## src/rtl/swlc_pkg.sv

```systemverilog
// swlc_pkg: shared types, constants and helpers for the span word/line count unit
// no dependencies; imported by swlc_span_cnt and span_word_line_count_delta_unit
package swlc_pkg;

  localparam int COUNT_WIDTH = 31;
  localparam int DELTA_WIDTH = 32;

  typedef logic [COUNT_WIDTH-1:0] count_t;
  typedef logic [7:0]             byte_t;

  localparam count_t COUNT_MAX       = {COUNT_WIDTH{1'b1}};
  localparam byte_t  LINE_BREAK_INIT = 8'h0a;
  localparam byte_t  SPACE_CHAR      = 8'h20;
  localparam byte_t  TAB_CHAR        = 8'h09;

  typedef struct packed {
    byte_t data_byte;
    logic  is_last;
    byte_t left_char;
    logic  has_left;
    byte_t right_char;
    logic  has_right;
  } in_word_t;

  typedef struct packed {
    logic [30:0]                   line_breaks;
    logic signed [DELTA_WIDTH-1:0] word_delta;
  } out_word_t;

  function automatic logic is_sep(input byte_t b, input byte_t lb_char);
    is_sep = (b == lb_char) || (b == SPACE_CHAR) || (b == TAB_CHAR);
  endfunction

  function automatic count_t sat_inc(input count_t v);
    sat_inc = (v == COUNT_MAX) ? v : v + count_t'(1);
  endfunction

endpackage

```

## src/rtl/span_word_line_count_delta_unit.sv

```systemverilog
// span_word_line_count_delta_unit: top level, input register, result register, config
// depends on swlc_pkg and swlc_span_cnt
//
//   channel  direction  handshake               payload
//   in_      input      in_valid / in_stall     in_word  (swlc_pkg::in_word_t)
//   out_     output     out_valid / out_stall   out_word (swlc_pkg::out_word_t)
//   cfg_     input      cfg_we                  cfg_wdata (line break byte)
//
// one byte accepted per cycle while in_stall is low; a byte is held in the input register,
// then updates the span counters, and a last byte loads its result into the result register
// rst_n is synchronous: counters clear, line break byte returns to 0x0a
// out_stall only holds back a last byte waiting for a full result register;
// ordinary bytes keep flowing while a result waits to be taken
module span_word_line_count_delta_unit (
  input  logic                clk,
  input  logic                rst_n,
  input  logic                in_valid,
  output logic                in_stall,
  input  swlc_pkg::in_word_t  in_word,
  output logic                out_valid,
  input  logic                out_stall,
  output swlc_pkg::out_word_t out_word,
  input  logic                cfg_we,
  input  swlc_pkg::byte_t     cfg_wdata
);
  import swlc_pkg::*;

  // line break byte
  byte_t     lb_char_r;

  // input register stage
  logic      s1_valid_r;
  in_word_t  s1_word_r;

  // result register
  logic      out_valid_r;
  out_word_t out_r;

  out_word_t span_result;
  logic      out_take, s1_adv, s1_step, in_take;

  assign out_take = out_valid_r && !out_stall;
  // a last byte must find the result register free or emptying
  assign s1_adv   = !(s1_word_r.is_last && out_valid_r && out_stall);
  assign s1_step  = s1_valid_r && s1_adv;
  assign in_stall = s1_valid_r && !s1_adv;
  assign in_take  = in_valid && !in_stall;

  swlc_span_cnt u_span_cnt (
    .clk    (clk),
    .rst_n  (rst_n),
    .lb_char(lb_char_r),
    .step   (s1_step),
    .item   (s1_word_r),
    .result (span_result)
  );

  always_ff @(posedge clk) begin
    if (!rst_n) begin
      lb_char_r <= LINE_BREAK_INIT;
    end else if (cfg_we) begin
      lb_char_r <= cfg_wdata;
    end
  end

  always_ff @(posedge clk) begin
    if (!rst_n) begin
      s1_valid_r <= 1'b0;
    end else if (!in_stall) begin
      s1_valid_r <= in_valid;
    end
  end

  always_ff @(posedge clk) begin
    if (in_take) begin
      s1_word_r <= in_word;
    end
  end

  always_ff @(posedge clk) begin
    if (!rst_n) begin
      out_valid_r <= 1'b0;
    end else if (s1_step && s1_word_r.is_last) begin
      out_valid_r <= 1'b1;
    end else if (out_take) begin
      out_valid_r <= 1'b0;
    end
  end

  always_ff @(posedge clk) begin
    if (s1_step && s1_word_r.is_last) begin
      out_r <= span_result;
    end
  end

  assign out_valid = out_valid_r;
  assign out_word  = out_r;

  // a last byte that advances always loads a result
  a_last_loads: assert property (@(posedge clk) disable iff (!rst_n)
    (s1_step && s1_word_r.is_last) |=> out_valid_r)
    else $error("last byte did not produce a result");

  // no result appears without a last byte behind it
  a_no_spurious: assert property (@(posedge clk) disable iff (!rst_n)
    (out_take && !(s1_step && s1_word_r.is_last)) |=> !out_valid_r)
    else $error("result appeared without a last byte");

  // input only held back by a blocked result register
  a_stall_cause: assert property (@(posedge clk) disable iff (!rst_n)
    in_stall |-> (out_valid_r && out_stall && s1_word_r.is_last))
    else $error("input stalled without a blocked result");

  // word delta never drops below minus one
  a_delta_range: assert property (@(posedge clk) disable iff (!rst_n)
    out_valid_r |-> (!out_r.word_delta[DELTA_WIDTH-1] || (out_r.word_delta == '1)))
    else $error("word delta out of range");

endmodule

```

## src/rtl/swlc_span_cnt.sv

```systemverilog
// swlc_span_cnt: per-span state, line/word counters and boundary correction
// depends on swlc_pkg
module swlc_span_cnt (
  input  logic              clk,
  input  logic              rst_n,
  input  swlc_pkg::byte_t   lb_char,
  input  logic              step,
  input  swlc_pkg::in_word_t item,
  output swlc_pkg::out_word_t result
);
  import swlc_pkg::*;

  logic   at_start_r, prev_sep_r, first_sep_r, left_sep_r;
  count_t line_cnt_r, word_cnt_r;

  logic   sep, is_break, left_sep_now, right_sep, l, f, t, r;
  logic   merge, split;
  count_t line_cnt_nxt, word_cnt_nxt;
  logic signed [DELTA_WIDTH-1:0] delta;

  always_comb begin
    sep          = is_sep(item.data_byte, lb_char);
    is_break     = (item.data_byte == lb_char);
    left_sep_now = !item.has_left || is_sep(item.left_char, lb_char);
    right_sep    = !item.has_right || is_sep(item.right_char, lb_char);

    line_cnt_nxt = is_break ? sat_inc(line_cnt_r) : line_cnt_r;
    word_cnt_nxt = (!sep && prev_sep_r) ? sat_inc(word_cnt_r) : word_cnt_r;

    // first byte of a span supplies its own first/left flags
    l = at_start_r ? left_sep_now : left_sep_r;
    f = at_start_r ? sep : first_sep_r;
    t = sep;
    r = right_sep;

    merge = (l && !t && !r) || (r && !l && !f) || (!l && !f && !t && !r);
    split = !l && f && t && !r;

    if (merge) begin
      delta = DELTA_WIDTH'(word_cnt_nxt) - DELTA_WIDTH'(1);
    end else if (split) begin
      delta = DELTA_WIDTH'(sat_inc(word_cnt_nxt));
    end else begin
      delta = DELTA_WIDTH'(word_cnt_nxt);
    end

    result.line_breaks = line_cnt_nxt;
    result.word_delta  = delta;
  end

  always_ff @(posedge clk) begin
    if (!rst_n || (step && item.is_last)) begin
      at_start_r  <= 1'b1;
      prev_sep_r  <= 1'b1;
      first_sep_r <= 1'b0;
      left_sep_r  <= 1'b0;
      line_cnt_r  <= '0;
      word_cnt_r  <= '0;
    end else if (step) begin
      if (at_start_r) begin
        first_sep_r <= sep;
        left_sep_r  <= left_sep_now;
      end
      at_start_r <= 1'b0;
      prev_sep_r <= sep;
      line_cnt_r <= line_cnt_nxt;
      word_cnt_r <= word_cnt_nxt;
    end
  end

endmodule
```

## config.mk

```make
export PLATFORM = sky130hd
export DESIGN_NAME = span_word_line_count_delta_unit
export DESIGN_NICKNAME = d
export VERILOG_FILES = /design/src/rtl/swlc_pkg.sv /design/src/rtl/span_word_line_count_delta_unit.sv /design/src/rtl/swlc_span_cnt.sv
export SDC_FILE = /design/constraint.sdc
export NUM_CORES = 1
export LEC_CHECK = 0
export BUFFER_PORTS_ARGS = -buffer_cell sky130_fd_sc_hd__buf_2
export CAP_MARGIN = 20
export CORE_UTILIZATION = 59
export DETAILED_ROUTE_END_ITERATION = 16
export GPL_ROUTABILITY_DRIVEN = 0
export GPL_TIMING_DRIVEN = 0
export PLACE_DENSITY = 0.8
export SLEW_MARGIN = 15
export SYNTH_ARGS = -nofsm -noshare
export SYNTH_HDL_FRONTEND = slang
export SYNTH_SLANG_ARGS = --single-unit
export TNS_END_PERCENT = 5
```

## constraint.sdc

```tcl
create_clock -name clk -period 4.6 [get_ports clk]
set_input_delay 0.46 -clock clk [delete_from_list [all_inputs] [get_ports clk]]
set_output_delay 0.46 -clock clk [all_outputs]
set_load 0.01 [all_outputs]
```

# --- Yosys cells after proc, flatten, opt, wreduce, memory -nomap -nowiden ---
# Cells that the tools add are included.
word_totals:
  reg_bits: 166
  input_bits: 40
  out_inout_bits: 65
classes:
  addsub: 4
  eq_ne: 12
  mux: 11
  n_reduce_logical: 40
ops:
  columns: ["op", "n"]
  rows:
  - ["$mux W31", 6]
  - ["$add A31 B1 Y31 const B", 3]
  - ["$eq A31 B31 Y1 const B", 3]
  - ["$mux W32", 1]
  - ["$sub A31 B1 Y32 const B", 1]
  - ["$eq A8 B4 Y1 const B", 3]
  - ["$eq A8 B6 Y1 const B", 3]
  - ["$eq A8 B8 Y1", 3]
  - ["$logic_and A1 B1 Y1", 18]
  - ["$logic_or A1 B1 Y1", 11]
  - ["$logic_not A1 Y1", 10]
  - ["$mux W1", 4]
  - ["$reduce_bool A2 Y1", 1]

# --- Logic depth before layout (Yosys ltp) ---
# Gate-level depths: netlist (run 1).
logic_depth:
  depth_word: 11
  ltp_mapped: 18

# --- Modules after synthesis ---
# From an unflattened synthesis (run 1), not the netlist that was laid out.
hier_totals:
  hier_cells: 916
  area_unflattened_um2: 8944.8
modules_own_cells:
  columns: ["mod", "instances", "cells_per_inst", "area_each_um2", "seq_area_each_um2"]
  rows:
  - ["swlc_span_cnt", 1, 789, 5845.6, 1321.3]
  - ["span_word_line_count_delta_unit", 1, 127, 3099.2, 2902.8]

# --- Worst setup path before layout (run 1) ---
# Ideal clock, no wire load.
synth_path:
  kind: "register to register"
  startpoint: "reg u_span_cnt.word_cnt_r[1]"
  endpoint: "reg out_r, in the netlist out_word[11], data pin"
  arrival_ns: 3.330
  required_time_ns: 4.337
  path_slack_ns: 1.007
  stages_incl_launch_ff: 18
  path_buffers: 3
  path_cell_list: "dfxtp_1 -> ha_1 -> and3_1 -> nand3_1 -> nor3_4 -> nor2_1 -> clkbuf_1 -> xnor2_1 -> inv_1 -> ha_1 -> o31ai_1 -> nor4_2 -> nand3_1 -> o21a_1 -> buf_6 -> buf_8 -> a31oi_1 -> xnor2_1"
synth_lines:
  columns: ["item", "line", "source"]
  rows:
  - ["from (decl)", "swlc_span_cnt.sv:14", "count_t line_cnt_r, word_cnt_r;"]
  - ["from (signal assigned)", "swlc_span_cnt.sv:67", "word_cnt_r <= word_cnt_nxt;"]
  - ["to (signal assigned)", "span_word_line_count_delta_unit.sv:92", "out_r <= span_result;"]
  - ["to (decl)", "span_word_line_count_delta_unit.sv:37", "out_word_t out_r;"]

==> results of run 1 <==
==> routing by layer <==
metal	wire, um	vias up
li1	-	3800
met1	9650	3788
met2	10600	400
met3	1820	61
met4	706	0
met5	0	-
==> cells by family (layout without fill, tap and decap cells) <==
| family | count (synthesis) | count (layout) |
|---|---|---|
| xor+xnor | 142 | 142 |
| fa+ha+maj | 4 | 4 |
| simple gates | 451 | 451 |
| mux | 14 | 14 |
| flops | 166 | 166 |
| buf+inv | 64 | 204 |
| compound gates | 138 | 138 |
==> worst max-delay path, stage by stage, from the launching register on <==
cell,delay [ns]
dfxtp_1,0.48
ha_1,0.36
and3_1,0.21
nand3_1,0.20
nor3_4,0.34
nor2_1,0.14
clkbuf_1,0.28
xnor2_1,0.22
inv_1,0.12
ha_1,0.21
o31ai_1,0.17
nor4_4,0.39
nand3_1,0.19
o21a_1,0.24
buf_6,0.14
buf_8,0.15
a31oi_1,0.19
xnor2_1,0.09
==> placed cells by master (no fill, tap or decap), types with 12 or more instances in the layout <==
| cell type | Yosys | layout |
|---|---|---|
| a21oi_1 | 31 | 31 |
| buf_2 | 9 | 112 |
| or3_1 | 20 | 20 |
| nand2_1 | 85 | 85 |
| nor3_1 | 34 | 34 |
| xnor2_1 | 81 | 81 |
| inv_1 | 14 | 13 |
| and3_1 | 19 | 19 |
| nand4_1 | 28 | 28 |
| o21ai_0 | 23 | 23 |
| xor2_1 | 61 | 61 |
| clkbuf_1 | 28 | 31 |
| dfxtp_1 | 76 | 76 |
| nor2_1 | 123 | 123 |
| nand3_1 | 55 | 55 |
| edfxtp_1 | 90 | 90 |
| clkbuf_16 | 0 | 17 |
| mux2i_1 | 12 | 12 |
==> through the flow <==
stage	hold WS (ns)	total power [mW]	std cells	cell area (sq um)
final	0.188	3.38	1330	10800
after global routing	0.183	3.48	1330	10800
after CTS	0.185	3.38	1327	10800
after detailed placement	0.486	1.98	1295	10200
after global placement	0.464	1.97	1293	10100
after floorplan	0.470	1.88	979	9360
==> what timing repair did <==
item / 4_1_cts / 5_1_grt
endpoints found under the setup margin: 0 / 30
gates resized for setup: 0 / 2
buffers inserted: 0 / 3
==> flip-flops by register name (all words and copies together) (netlist names) <==
register / count
out_word: 63
u_span_cnt.line_cnt_r: 31
u_span_cnt.word_cnt_r: 31
s1_word_r: 27
lb_char_r: 8
out_valid: 1
s1_valid_r: 1
u_span_cnt.at_start_r: 1
u_span_cnt.first_sep_r: 1
u_span_cnt.left_sep_r: 1
u_span_cnt.prev_sep_r: 1
==> final cells by class <==
type	count	area [sq um]	share of cell area, %
multi-input cells	749	4830	44.7
inverters	14	55.1	0.510
well taps	211	264	2.45
clock inverters	12	144	1.33
clock buffers	20	437	4.04
repair buffers	108	577	5.34
plain buffers	50	264	2.45
flip-flops and latches	166	4220	39.1
==> power groups by stage <==
stage / Sequential, mW / Combinational, mW / Clock, mW
2_1_floorplan: 1.68 / 0.204 / 0
3_3_place_gp: 1.68 / 0.292 / 0
3_5_place_dp: 1.67 / 0.303 / 0
4_1_cts: 1.64 / 0.306 / 1.43
5_1_grt: 1.65 / 0.336 / 1.49
6_report: 1.64 / 0.311 / 1.42
==> final timing paths <==
check                      end  cells past startpoint  slack, ns                startpoint
setup / recovery  out_word[11]                     17       0.23  u_span_cnt.word_cnt_r[1]
hold / removal    s1_word_r[0]                      1       0.19                in_word[0]
setup reg to reg  out_word[11]                     17       0.23  u_span_cnt.word_cnt_r[1]
hold reg to reg      out_valid                      2       0.50                 out_valid
==> results.py, run 1 <==
metrics = {
    "status": {
        "run_status": "finished, final reports clean",
    },
    "clock_tree": {
        "ctsLongestPathBuffers": 2,
        "clock_sinks": 166,
        "postCtsHoldBufs": 0,
        "clkTransAtPathRegs_ns": 0.07,
        "clk_latency_ns": 0.44,
        "h-tree-depth": 4,
        "cts_made_buffers": 17,
        "cts_tree": "yes",
        "root_buffer": "clkbuf_16",
    },
    "grt": {
        "grt_pass1_vias": 7237,
        "grt_use_met2_pct": 45.0,
        "busiest_layer": "met2",
        "use_met3_pct": 5.18,
        "grt_use_total_pct": 28.5,
        "grt_start_max_net_pins": 56,
        "met1_usage_pct": 38.4,
        "antenna_found_initial": 0,
        "grt_pass1_wl_um": 36000,
        "overflow": 0,
    },
    "floorplanning": {
        "initial_core_util_pct": 61.1,
        "core_sq_um": 15300,
        "dieArea_sq_um": 16400,
        "ioPinCount": 105,
        "die_w_um": 128,
        "rows": 45,
        "chipHeight_um": 128,
    },
    "routing": {
        "drc_errors": 0,
        "routed_wl_um": 22800,
        "drt-pass1-iter-count": 5,
        "wl_per_cell_um": 17.2,
        "viasPerCell": 6.05,
        "drt_iter0_markers": 806,
        "routed-via-count": 8049,
        "postRouteAntennaNets": 0,
    },
    "logic_synthesis": {
        "synth_xor_xnor_area_share_pct": 13.3,
        "synth_compound_area_share_pct": 10.7,
        "netlist.area_leader.share_pct": 28.9,
        "synth_edf_count": 90,
        "syn_inst": 979,
        "syn_nets": 1023,
        "netlist_area_sq_um": 9360,
        "ys_types": 80,
        "ys_dominant_reg_cell": "edfxtp_1",
        "avgSynthCellArea_sq_um": 9.56,
        "synthAdderAreaFrac_pct": 0.535,
        "synth-seq-area-share_pct": 45.1,
        "synth_most_common_cell": "nor2_1",
        "synth_top_family_by_area": "simple AND/OR/NAND/NOR gates",
        "ys_warn_count": 0,
        "postSynth.asyncResetShare_pct": 0,
        "yosys_register_bits": 166,
        "yosysTopAreaCell": "edfxtp_1",
        "synthSimpleGateAreaFrac_pct": 25.5,
        "ys_top_cells_by_count": "123 x nor2_1, 90 x edfxtp_1, 85 x nand2_1",
        "muxShareOfSynthArea_pct": 1.52,
        "ys_top_cells_by_area": "edfxtp_1 29%, dfxtp_1 16%, xnor2_1 7.6%",
    },
    "flow_run": {
        "drv_cap": 0,
    },
    "layout": {
        "finalNetCount": 1150,
        "drive_gt1_share_pct": 17.6,
        "n_antenna_cell": 0,
        "area_growth_pct": 15.4,
        "finish.utilization_pct": 70.5,
        "fillers": 1217,
    },
    "sta": {
        "fin_crit_sh_pct": 95.1,
        "rsz0062_at_grt": "false",
        "final.setup.worst_slack_ns": 0.225,
        "fin_skew_ns": 0.0124,
        "setup_violations": 0,
        "tightest_slew_ns": 0.760,
        "max_freq_ghz": 0.229,
        "relSlewSlack_pct": 48.9,
        "hold_viol": 0,
        "tns_ns": 0,
        "finalCriticalPeriod_ns": 4.37,
        "slew_viol_final": 0,
    },
    "critical_path": {
        "critPathLaunchType": "flop",
        "worstPathArrival_ns": 4.55,
        "worstPathMaxFanout": 10,
        "end_kind": "flop",
        "critPathRequiredTime_ns": 4.78,
        "criticalPathCategory": "flop to flop",
    },
    "pwr": {
        "p_per_area_nw_per_um2": 313,
        "seqPwrFrac_pct": 48.7,
        "netSwitchingPower_mw": 0.830,
        "power_frac_clock_pct": 42.1,
        "p_leak_nw": 4.00,
        "switching_share_pct": 24.6,
        "internal_power_mw": 2.55,
        "combPwrFrac_pct": 9.2,
        "ir_drop_v": 0.000253,
    },
    "placed_design": {
        "hpwlAfterDp_um": 16400,
        "io_buffers": 103,
        "pre_cts_slack_ns": 0.0315,
    },
    "hold_path": {
        "worst_hold_path_type": "input port to flop",
    },
}
No activity file was read; power rests on OpenSTA's default activity.
==> run 2, diff against run 1 <==
--- a/config.mk
+++ b/config.mk
@@ -11,7 +11,7 @@
 export DETAILED_ROUTE_END_ITERATION = 16
 export GPL_ROUTABILITY_DRIVEN = 0
 export GPL_TIMING_DRIVEN = 0
-export PLACE_DENSITY = 0.8
+export PLACE_DENSITY = 0.9
 export SLEW_MARGIN = 15
 export SYNTH_ARGS = -nofsm -noshare
 export SYNTH_HDL_FRONTEND = slang
==> results.py, run 2 (synthesized netlist as in run 1, its figures left out) <==
metrics = {
    "sta": {
        "finalCriticalPeriod_ns": 4.39,
        "slew_viol_final": 0,
        "setup_violations": 0,
        "hold_viol": 0,
        "relSlewSlack_pct": 47.2,
        "whs_ns": 0.197,
        "fin_skew_ns": 0.0102,
        "tightest_slew_ns": 0.792,
        "max_freq_ghz": 0.228,
        "fin_crit_sh_pct": 95.3,
    },
    "layout": {
        "final-seq-area_sq_um": 4220,
        "n_antenna_cell": 0,
        "fillers": 1142,
        "final_cell_mix": "123 x nor2_1, 112 x buf_2, 90 x edfxtp_1",
        "drive_gt1_share_pct": 17.5,
        "final_common_cell": "nor2_1",
        "largest_register_ffs": 63,
        "area_growth_pct": 15.3,
        "finish.utilization_pct": 70.5,
        "finalNetCount": 1148,
        "multi_input_area_sq_um": 4830,
        "fin_cells": 1328,
    },
    "routing": {
        "viasPerCell": 6.18,
        "routed-via-count": 8207,
        "drt-pass1-iter-count": 7,
        "postRouteAntennaNets": 0,
        "drt_iter0_markers": 1054,
        "routed_wl_um": 22700,
        "drc_errors": 0,
        "wl_per_cell_um": 17.1,
    },
    "clock_tree": {
        "ctsLongestPathBuffers": 2,
        "clock_sinks": 166,
        "cts_made_buffers": 17,
        "root_buffer": "clkbuf_16",
        "h-tree-depth": 4,
        "cts_tree": "yes",
        "clk_latency_ns": 0.44,
        "clkTransAtPathRegs_ns": 0.07,
    },
    "critical_path": {
        "worstPathArrival_ns": 4.56,
        "worstPathMaxFanout": 10,
        "criticalPathCategory": "flop to flop",
        "critPathLaunchType": "flop",
        "r2r_setup_slack_ns": 0.21,
        "reg2regPathDepth": 17,
        "end_kind": "flop",
        "critPathRequiredTime_ns": 4.77,
    },
    "grt": {
        "overflow": 0,
        "antenna_found_initial": 0,
        "grt_use_total_pct": 28.6,
        "grt_pass1_vias": 7435,
        "grt_start_max_net_pins": 64,
        "grt_pass1_wl_um": 36500,
    },
    "pwr": {
        "seqPwrFrac_pct": 47.8,
        "internal_power_mw": 2.61,
        "p_per_area_nw_per_um2": 319,
        "power_frac_clock_pct": 43.4,
        "p_leak_nw": 4.01,
        "switching_share_pct": 24.0,
        "netSwitchingPower_mw": 0.825,
        "ir_drop_v": 0.000251,
        "combPwrFrac_pct": 8.9,
    },
    "floorplanning": {
        "die_w_um": 128,
        "rows": 45,
        "initial_core_util_pct": 61.1,
        "core_sq_um": 15300,
        "chipHeight_um": 128,
        "ioPinCount": 105,
        "dieArea_sq_um": 16400,
    },
    "placed_design": {
        "place_inst": 1294,
        "io_buffers": 103,
        "hpwlAfterDp_um": 16100,
    },
    "hold_path": {
        "worstHoldPathCells": 1,
        "worst_hold_path_type": "input port to flop",
    },
    "flow_run": {
        "drv_cap": 0,
    },
    "status": {
        "run_status": "finished, final reports clean",
    },
}
[run 2: cell types whose count changed in the layout (fill, tap and decap cells not counted), sizes merged]
| cell | before | now |
|---|---|---|
| buf | 129 | 127 |
| bufinv | 2 | 3 |
| clkinv | 1 | 2 |
| clkinvlp | 5 | 1 |
| inv | 18 | 20 |
[run 2: per-layer routing]
layer / up-vias / track usage, % / share of wire [%]
li1: 3813 / - / -
met1: 3807 / 35.6 / 40
met2: 489 / 47.6 / 47
met3: 98 / 5.05 / 8.7
met4: 0 / 15.7 / 4.3
met5: - / 0 / 0
[run 2: power by group through the flow]
stage | Sequential (mW) | Combinational, mW | Clock, mW
after global placement | 1.68 | 0.290 | 0
after CTS | 1.64 | 0.300 | 1.49
after floorplan | 1.68 | 0.204 | 0
after global routing | 1.65 | 0.331 | 1.57
final | 1.64 | 0.305 | 1.49
after detailed placement | 1.68 | 0.298 | 0
[run 2: what timing repair did]
item / 4_1_cts / 5_1_grt
hold buffers: 0 / 0
setup endpoints to repair: 0 / 27
setup buffers: 0 / 2
gates resized for setup: 0 / 2
[run 2: layout make-up]
cell class | count | share of cell area, %
Multi-Input combinational cell | 749 | 44.8
Sequential cell | 166 | 39.1
Timing Repair Buffer | 106 | 5.02
Clock buffer | 20 | 4.14
Buffer | 50 | 2.45
Tap cell | 211 | 2.45
Clock inverter | 12 | 1.53
Inverter | 14 | 0.510
[run 2: worst max-delay path: stages, from the launching register on]
cell      delay, ns
dfxtp_1        0.47
ha_1           0.35
and3_1         0.21
nand3_1        0.20
nor3_4         0.36
nor2_1         0.13
clkbuf_1       0.28
xnor2_1        0.23
inv_1          0.12
ha_1           0.21
o31ai_1        0.18
nor4_4         0.36
nand3_1        0.20
o21a_1         0.24
buf_6          0.14
buf_8          0.15
a31oi_1        0.20
xnor2_1        0.10
[run 2: path summary, 6_finish.rpt]
check	end	start
min reg2reg	out_valid	out_valid
max reg2reg	out_word[11]	u_span_cnt.word_cnt_r[1]
max	out_word[11]	u_span_cnt.word_cnt_r[1]
min	s1_word_r[12]	in_word[12]
[run 2: stage by stage]
step	power, mW	area [sq um]	TNS (ns)	setup slack [ns]
final	3.44	10800	0	0.215
after global routing	3.54	10800	-0.114	-0.0514
after CTS	3.43	10800	0	0.0468
after detailed placement	1.97	10200	0	0.0737
after global placement	1.97	10100	0	0.141
after floorplan	1.88	9360	0	1.01
